File: src/sv/cau_pkg.sv
// Shared types, constants and helpers for the complex arithmetic unit.
package cau_pkg;

    localparam int DATA_WIDTH = 16;
    localparam int FRAC_BITS  = 8;
    localparam int PROD_W     = 2 * DATA_WIDTH + 1;
    localparam int DEN_W      = 2 * DATA_WIDTH + 1;
    localparam int QUOT_W     = PROD_W + FRAC_BITS;
    localparam int QDEPTH     = 4;
    localparam int QPTR_W     = 2;

    typedef enum logic [1:0] {
        MODE_ADD = 2'd0,
        MODE_SUB = 2'd1,
        MODE_MUL = 2'd2,
        MODE_DIV = 2'd3
    } mode_t;

    typedef struct packed {
        mode_t                         mode;
        logic signed [DATA_WIDTH-1:0]  a_re;
        logic signed [DATA_WIDTH-1:0]  a_im;
        logic signed [DATA_WIDTH-1:0]  b_re;
        logic signed [DATA_WIDTH-1:0]  b_im;
        logic                          div_zero;
    } req_t;

    typedef struct packed {
        logic signed [DATA_WIDTH-1:0] res_re;
        logic signed [DATA_WIDTH-1:0] res_im;
        logic                         saturated;
        logic                         div_zero;
    } res_t;

    localparam logic signed [QUOT_W:0] SAT_MAX = (QUOT_W+1)'((1 << (DATA_WIDTH-1)) - 1);
    localparam logic signed [QUOT_W:0] SAT_MIN = -(QUOT_W+1)'(1 << (DATA_WIDTH-1));

    function automatic logic [DATA_WIDTH:0] sat_word(input logic signed [QUOT_W:0] v);
        logic [DATA_WIDTH:0] r;
        if (v > SAT_MAX)
            r = {1'b1, SAT_MAX[DATA_WIDTH-1:0]};
        else if (v < SAT_MIN)
            r = {1'b1, SAT_MIN[DATA_WIDTH-1:0]};
        else
            r = {1'b0, v[DATA_WIDTH-1:0]};
        return r;
    endfunction

endpackage

File: src/sv/cau_front.sv
// Front end: accepts requests, flags division by zero and queues them.
module cau_front (
    input  logic                clk,
    input  logic                rst_n,
    input  logic                in_valid,
    output logic                in_ready,
    input  cau_pkg::req_t       in_req,
    output logic                q_valid,
    input  logic                q_ready,
    output cau_pkg::req_t       q_req
);

    cau_pkg::req_t              mem [cau_pkg::QDEPTH];
    logic [cau_pkg::QPTR_W-1:0] wr_ptr_reg;
    logic [cau_pkg::QPTR_W-1:0] rd_ptr_reg;
    logic [cau_pkg::QPTR_W:0]   count_reg;
    logic [cau_pkg::QPTR_W:0]   count_next;
    logic                       push;
    logic                       pop;
    cau_pkg::req_t              cls;

    always_comb
    begin
        cls = in_req;
        cls.div_zero = (in_req.mode == cau_pkg::MODE_DIV) &&
                       (in_req.b_re == '0) && (in_req.b_im == '0);
    end

    assign in_ready = (count_reg != (cau_pkg::QPTR_W+1)'(cau_pkg::QDEPTH));
    assign q_valid  = (count_reg != '0);
    assign q_req    = mem[rd_ptr_reg];
    assign push     = in_valid && in_ready;
    assign pop      = q_valid && q_ready;

    always_comb
    begin
        count_next = count_reg;
        if (push && !pop)
            count_next = count_reg + 1'b1;
        else if (pop && !push)
            count_next = count_reg - 1'b1;
    end

    always_ff @(posedge clk)
    begin
        if (push)
            mem[wr_ptr_reg] <= cls;
    end

    always_ff @(posedge clk or negedge rst_n)
    begin
        if (!rst_n)
        begin
            wr_ptr_reg <= '0;
            rd_ptr_reg <= '0;
            count_reg  <= '0;
        end
        else
        begin
            if (push)
                wr_ptr_reg <= wr_ptr_reg + 1'b1;
            if (pop)
                rd_ptr_reg <= rd_ptr_reg + 1'b1;
            count_reg <= count_next;
        end
    end

endmodule

File: config.mk
export PLATFORM = sky130hd
export DESIGN_NAME = cau_front
export DESIGN_NICKNAME = d
export VERILOG_FILES = /design/src/sv/cau_pkg.sv /design/src/sv/cau_front.sv
export SDC_FILE = /design/constraint.sdc
export NUM_CORES = 1
export LEC_CHECK = 0
export ABC_AREA = 1
export ABC_CLOCK_PERIOD_IN_PS = 5600
export BUFFER_PORTS_ARGS = -buffer_cell sky130_fd_sc_hd__buf_4
export CAP_MARGIN = 15
export CORE_UTILIZATION = 30
export DETAILED_ROUTE_END_ITERATION = 16
export PLACE_DENSITY = 0.44
export SYNTH_ARGS = -nofsm -noshare
export SYNTH_HDL_FRONTEND = slang
export SYNTH_SLANG_ARGS = --single-unit
File: constraint.sdc
create_clock -name clk -period 5.6 [get_ports clk]
set_input_delay 0.28 -clock clk [delete_from_list [all_inputs] [get_ports clk]]
set_output_delay 0.28 -clock clk [all_outputs]
set_load 0.05 [all_outputs]
## Yosys cells after proc, flatten, opt, wreduce, memory -nomap -nowiden

Memories as Yosys holds them, arrays and structs flattened.
Cells that the tools add are included.

| operators by class | value |
|---|---|
| reduce and logical (&&, ||, !) cells | 12 |
| $add $sub $neg | 4 |
| muxes and demuxes | 4 |
| equal/unequal tests | 2 |

Operator list:

| cell | number |
|---|---|
| $logic_not A16 Y1 | 2 |
| $logic_and A1 B1 Y1 | 6 |
| $mux W3 | 2 |
| $add A2 B1 Y2 const B | 2 |
| $add A3 B1 Y3 const B | 1 |
| $ne A3 B3 Y1 const B | 1 |
| $reduce_bool A3 Y1 | 1 |
| $sub A3 B1 Y3 const B | 1 |
| $eq A2 B2 Y1 const B | 1 |
| $logic_not A1 Y1 | 2 |
| $mux W1 | 2 |
| $reduce_bool A2 Y1 | 1 |

| word-level totals | value |
|---|---|
| input port bits | 71 |
| output and inout bits | 69 |
| flip-flop bits (word level) | 7 |
| memories kept | 1 |
| memory bits (writable) | 268 |
| logic and storage cells | 26 |

Memories:

| memory | depth | bits a word | rd ports | clocked after memory_dff | wr ports | line | RTL |
|---|---|---|---|---|---|---|---|
| mem | 4 | 67 | 1 | 0 | 1 | cau_front.sv:13 | `cau_pkg::req_t mem [cau_pkg::QDEPTH];` |

## Depth between registers and ports, before layout

Gate-level depths: netlist (run 1).

| logic depth | value |
|---|---|
| depth after elaboration | 6 |
| gate-level depth with buffers | 11 |
| depth with buffers taken out | 11 |

## Worst setup path after synthesis (run 1)

OpenSTA, ideal clock, no wires.

| path | value |
|---|---|
| path type | reg-to-reg |
| start point | register count_reg[0] (netlist name) |
| end point | memory mem[0][0] (netlist name), enable pin |
| clock period less this slack | 4.467 ns |
| path slack | 1.133 ns |
| cell stages (with the launch flop) | 5 |
| arrival time | 3.975 ns |
| path buffers | 0 |
| library setup time | 0.493 ns |
| cell sequence | dfrtp_1 -> inv_1 -> nand3_1 -> nand2_1 -> nor2_1 |

| between the ends | value |
|---|---|
| cells in the longest elaborated chain, start to end | 4 |

RTL lines:

| element | line | RTL |
|---|---|---|
| start: declaration | cau_front.sv:16 | `logic [cau_pkg::QPTR_W:0] count_reg;` |
| start signal: assignment | cau_front.sv:64 | `count_reg <= count_next;` |
| $ne A3 B3 Y1 | cau_front.sv:29 | `assign in_ready = (count_reg != (cau_pkg::QPTR_W+1)'(cau_pkg::QDEPTH));` |
| net in_ready | cau_front.sv:6 | `output logic in_ready,` |
| $logic_and A1 B1 Y1 | cau_front.sv:32 | `assign push = in_valid && in_ready;` |
| $mux W1 | cau_front.sv:46 | `if (push)` |
| $mux W1 (not written as such) | cau_front.sv:47 | `mem[wr_ptr_reg] <= cls;` |
| end: declaration | cau_front.sv:13 |  |

The timed path passes the listed nets, and every way through them passes these cells.

==> metrics.txt, run 1 <==
wire length on met2=11.94 mm; fmax=296.9 MHz; Slew headroom=42.94%; htree depth=1; Worst Max-Slew Pin Slew=0.8559 ns; synthesized area=around 11000 sq um; sequential group share of total power=around a third; die height=189.7 um; initial antenna violation count=0; hpwl dp=approximately 13 mm; Mean Syn Cell Area=14.55 sq um; CTS Buf Count=31; Total Routed Length=24.85 mm; CP required=about 5.3 ns; Startpoint Class=register; cell area power density=roughly 620 nW/um^2; metal3 WL=1.110 mm; Crit. End Element=primary output; cell count after synthesis=726; worst path bufs/invs=3; ANT cells=0; Hold WS=approximately 0.065 ns; delay-heaviest family, CP=buffers and inverters; DR DRC count=0; Starting DRT DRC Count=296; Internal Power=4.855 mW; DR WL/cell=between 15 and 20 um; cts repair resizes=0; number of setup buffers added after CTS=0; most frequent cell on the critical path=buf_4; Final Max Tran Viols=0; drt pass-1 iters=4; top-area cell type share of the netlist area=between 70 and 80%; die width=around 190 um; hold_buf cts=68; top routing layer in use=met4; post-synthesis sequential area ratio=77.84%; CTS max path bufs=3; Worst EP arrival=roughly 3.1 ns; crit-path cells=inv_6 -> buf_4 -> o21ai_0 -> o22ai_1 -> buf_4; Final Hold Fails=0; final net count=between 1k and 1.5k; Rows=68; Net Sw Power=between 3 and 4 mW; core area=34630 sq um; leakage power=4.740 nW; Layout area overhead=29.30%; TritonCTS clock tree=yes; share of cells above drive strength 1=between 20% and 30%; Clk pwr share=22.7%; Fin Setup TNS=0 ns; Yosys reg bits=275; status=finished clean; first-pass GRT wire length=37.70 mm; CTS Root Cell=clkbuf_16; crit path kind=reg -> out; largest net degree at the start of global routing=104; number of setup violations in the final report=0; Met1 Routed Length=about 11 mm; synth unique cells=24; leading area contributor after synthesis=edfxtp_1; sw frac=43.08%; Initial Util=30.51%; DRT antenna net count=0; slowest CP cell=dfrtp_4; worst vdd ir=0.3393 mV; max reg flops=268; vias=6487; I/O Buffers=~140; unrepaired setup endpoints after global routing=no; clock sink count=about 280; grt ovf=0; Mapped Nets=between 800 and 900; CP peak stage delay=0.73 ns; fillers=~3.3k; fin crit period=3.368 ns; Avg Vias per Cell=~4.6; Clock transition at path regs=0.06 ns; vias in the first global route=around 6.3k; Area contributors post-synth=edfxtp_1 (76%), o21ai_0 (6.2%), nor2_1 (5.3%); Ports=140; Syn. warnings=0; Hold Path Class=in -> async; GPL Wtd Cong=between 0.6 and 0.7; combinational share of power=about 44%; fin crit share=60.15%; CP Max Fanout=103; clock skew=0.01492 ns; worst skew pair latency=about 0.56 ns; die area=around 36000 sq um; total power draw=8.529 mW; Tot GR Track Use=13.68%; fin util=39.45%; Max-Cap Viols=0
-- worst paths after layout --
kind | startpoint | endpoint | slack [ns] | depth (start not counted)
max | rd_ptr_reg[0]$_DFFE_PN0P_ | q_req[14] | 2.23 | 5
min | rst_n | wr_ptr_reg[1]$_DFFE_PN0P_ | 0.07 | 2
max reg2reg | count_reg[0]$_DFFE_PN0P_ | count_reg[1]$_DFFE_PN0P_ | 3.41 | 9
min reg2reg | count_reg[0]$_DFFE_PN0P_ | count_reg[0]$_DFFE_PN0P_ | 0.55 | 1
max in group asynchronous | rst_n | rd_ptr_reg[0]$_DFFE_PN0P_ | 5.39 | 2
min in group clk | in_valid | wr_ptr_reg[0]$_DFFE_PN0P_ | 0.38 | 3
-- area by class of cell --
type,count,area (sq um),area share [%]
flip-flops and latches,275,8228,60.24
multi-input cells,393,2023,14.81
repair buffers,218,1807,13.23
clock buffers,41,853.3,6.247
well taps,455,569.3,4.168
clock inverters,10,116.4,0.8519
inverters,15,62.56,0.4580
-- cell usage after synthesis --
| cell type | n |
|---|---|
| edfxtp_1 | 268 |
| nor2_1 | 149 |
| o21ai_0 | 130 |
| o22ai_1 | 57 |
| buf_2 | 16 |
| nand2_1 | 14 |
| inv_1 | 13 |
| nor2_2 | 10 |
| o22ai_2 | 10 |
| buf_6 | 8 |
| clkbuf_1 | 7 |
| dfrtp_1 | 7 |
| clkbuf_2 | 6 |
| nand3_1 | 6 |
| o21ai_1 | 6 |
| ha_1 | 5 |
| xor2_1 | 4 |
| clkbuf_4 | 3 |
| buf_8 | 2 |
| buf_4 | 1 |
| fa_1 | 1 |
| inv_2 | 1 |
| inv_6 | 1 |
| xnor2_1 | 1 |
-- per-layer routing --
layer / GRT usage (%) / vias up
met2: 22.96 / 122
met1: 17.86 / 3212
met4: 3.629 / 0
met5: 0 / -
met3: 2.951 / 39
li1: - / 3114
-- cell families after synthesis --
| group | synth area share (%) |
|---|---|
| simple gates | 6.668 |
| fa+ha+maj | 0.7817 |
| flops | 77.84 |
| compound gates | 11.00 |
| buf+inv | 3.293 |
| xor+xnor | 0.4145 |
-- power by group through the flow --
stage	clock, mW	sequential, mW	combinational, mW
finish	1.93	2.87	3.72
detailed placement	0	2.92	3.77
global placement	0	2.91	3.77
CTS	1.99	2.87	3.82
floorplan	0	2.87	2.69
global route	2.07	2.91	4.01
-- through the flow --
stage	area, sq um	worst slack, ns	instances
detailed placement	12010	2.693	1288
global placement	12010	2.674	1288
CTS	13660	2.091	1407
finish	13660	2.232	1407
global route	13660	1.947	1407
floorplan	10560	1.133	726
-- cell usage in the layout (no fill, tap or decap) --
cell type      count
nand2_1           14
inv_1             13
inv_16             1
fa_1               1
xor2_1             4
nor2_4             4
xnor2_1            1
nand3_1            6
dfrtp_2            1
inv_8              1
edfxtp_1         268
clkbuf_16         31
clkinv_1           4
o22ai_1           57
nor2_2            10
nor2_1           145
ha_1               5
clkbuf_1           6
o21ai_1            6
dfrtp_4            1
o21ai_0          130
inv_6              1
clkinv_2           3
buf_4            150
clkbuf_8           4
bufinv_16          2
dfrtp_1            5
o22ai_2           10
dlygate4sd3_1     68
No activity file was read; power rests on OpenSTA's default activity.
==> run 2, diff against run 1 <==
ABC_CLOCK_PERIOD_IN_PS = 3500   (was 5600)
clock period = 3.5 ns   (was 5.6 ns; I/O delays follow)
==> run 2 against run 1 <==
Compared with the run above:
- first-iteration DRC count decreased by 3.0%
- sequential share of layout area fell by 0.20 points
- sequential cell count stayed put
- wire length fell by 1.3%
- non-clock buffer count increased by 4
- design area grew 0.33%
- critical path depth is the same
- worst setup slack worse by 1.4 ns
- hold slack improved by 0.22 ns
- global-route usage down 0.10 points
- register-to-register slack lost 2.1 ns
- critical endpoint is now q_req[59]
==> metrics.txt, run 2 (synthesized netlist as in run 1, its figures left out) <==
TritonCTS clock tree=yes; first-pass GRT wire length=37.70 mm; crit-path cells=inv_6 -> buf_4 -> nor2_1 -> o22ai_1 -> buf_4; I/O Buffers=138; DRT antenna net count=0; Worst EP arrival=2.47 ns; die width=~190 um; clock skew=0.01464 ns; fin crit period=approximately 2.6 ns; GPL Wtd Cong=0.6685; Avg Vias per Cell=4.558; Worst Max-Slew Pin Slew=0.8194 ns; most frequent cells in the layout=edfxtp_1 (268), buf_4 (147), nor2_1 (145), o21ai_0 (130), dlygate4sd3_1 (69); sequential group share of total power=33.1%; grt ovf=0; die area=35970 sq um; FF+latch area=8228 sq um; cell area after layout=between 10000 and 15000 sq um; Initial Util=around 30%; most frequent cell on the critical path=buf_4; Hold Path Class=in -> reg; M3 GR Usage=under 10%; GR Util met1=between 10% and 20%; hpwl dp=12.97 mm; cts repair resizes=0; crit path kind=reg -> out; met2 usage=23.06%; final net count=1015; vias in the first global route=6611; Tot GR Track Use=13.58%; ANT cells=0; status=finished clean; initial antenna violation count=0; Total Routed Length=approximately 25 mm; area of the multi-input gates=2023 sq um; Final Hold Fails=0; Final Max Tran Viols=0; leakage power=4.734 nW; unrepaired setup endpoints after global routing=no; share of cells above drive strength 1=22.60%; worst skew pair latency=between 0.5 and 0.6 ns; DR DRC count=0; worst vdd ir=roughly 0.53 mV; core area=34630 sq um; Starting DRT DRC Count=287; Net Sw Power=between 5 and 6 mW; Internal Power=7.696 mW; CTS Root Cell=clkbuf_16; fin crit share=between 70 and 80%; DP Area=12110 sq um; CTS max path bufs=3; Crit. End Element=primary output; vias=6449; clock sink count=275; largest net degree at the start of global routing=136; Ports=140; sw frac=between 40% and 50%; Rows=68; number of setup violations in the final report=0; worst path bufs/invs=3; CP Max Fanout=just over 100; drt pass-1 iters=4; cell area power density=988.9 nW/um^2; Clock transition at path regs=about 0.05 ns; Startpoint Class=register; fillers=3282; CP peak stage delay=0.57 ns; Layout area overhead=29.73%; die height=189.7 um; slowest CP cell=inv_6; Max-Cap Viols=0; Hold WS=0.2817 ns; commonest non-fill, non-tap cell in the layout=edfxtp_1; Slew headroom=between 40% and 50%; fmax=377.8 MHz; htree depth=1; Clk pwr share=21.5%; global routing's busiest layer=met2; CP required=3.32 ns; CTS Buf Count=31; combinational share of power=a little under half; max reg flops=between 200 and 300; delay-heaviest family, CP=buffers and inverters; DR WL/cell=17.34 um
## run 2: through the flow
step           setup slack (ns)  util, %  power [mW]  setup TNS, ns  cells
2_1_floorplan           -0.9674        -       8.893        -259.25    726
6_report                 0.8529    39.58       13.55              0   1415
4_1_cts                  0.7430    39.58       13.81              0   1415
5_1_grt                  0.6733    39.58       14.29              0   1415
3_5_place_dp              1.317    34.96       10.79              0   1291
3_3_place_gp              1.318    34.96       10.78              0   1291
## run 2: final timing paths
| check | start | to | slack, ns | cells past startpoint |
|---|---|---|---|---|
| max in group asynchronous | rst_n | rd_ptr_reg[0]$_DFFE_PN0P_ | 2.63 | 3 |
| min in group asynchronous | rst_n | wr_ptr_reg[0]$_DFFE_PN0P_ | 0.59 | 3 |
| min | in_valid | wr_ptr_reg[0]$_DFFE_PN0P_ | 0.28 | 3 |
| max reg2reg | count_reg[0]$_DFFE_PN0P_ | count_reg[1]$_DFFE_PN0P_ | 1.36 | 9 |
| max | rd_ptr_reg[0]$_DFFE_PN0P_ | q_req[59] | 0.85 | 5 |
| min reg2reg | count_reg[0]$_DFFE_PN0P_ | count_reg[0]$_DFFE_PN0P_ | 0.55 | 1 |
## run 2: metal layers
metal / share of wire [%] / wire length (um)
met1: 45 / 11050
met2: 48 / 11780
met3: 5.2 / 1276
met4: 1.7 / 425
met5: 0 / 0
## run 2: cell type report
class                           instances  area share [%]
Clock buffer                           40           5.907
Clock inverter                         15          0.7213
Inverter                               15          0.4474
Multi-Input combinational cell        393           14.76
Sequential cell                       275           60.04
Tap cell                              455           4.154
Timing Repair Buffer                  222           13.97
## run 2: timing repair
action                    CTS  global route
hold endpoints to repair  273             0
hold buffers               69             0
setup buffers               0             0
## run 2: power groups by stage
stage | sequential, mW | clock, mW | combinational [mW]
floorplan | 4.58 | 0 | 4.31
global placement | 4.55 | 0 | 6.22
detailed placement | 4.56 | 0 | 6.23
CTS | 4.49 | 3.01 | 6.31
global route | 4.54 | 3.13 | 6.62
finish | 4.48 | 2.91 | 6.16
## run 2: worst register-to-register path, cell delays in order (launching register included)
cell and delay (ns):
dfrtp_1 0.42, inv_1 0.09, nand3_1 0.09, nand2_1 0.39
inv_1 0.15, ha_1 0.24, inv_1 0.08, fa_1 0.41
nand2_1 0.07, o21ai_0 0.08
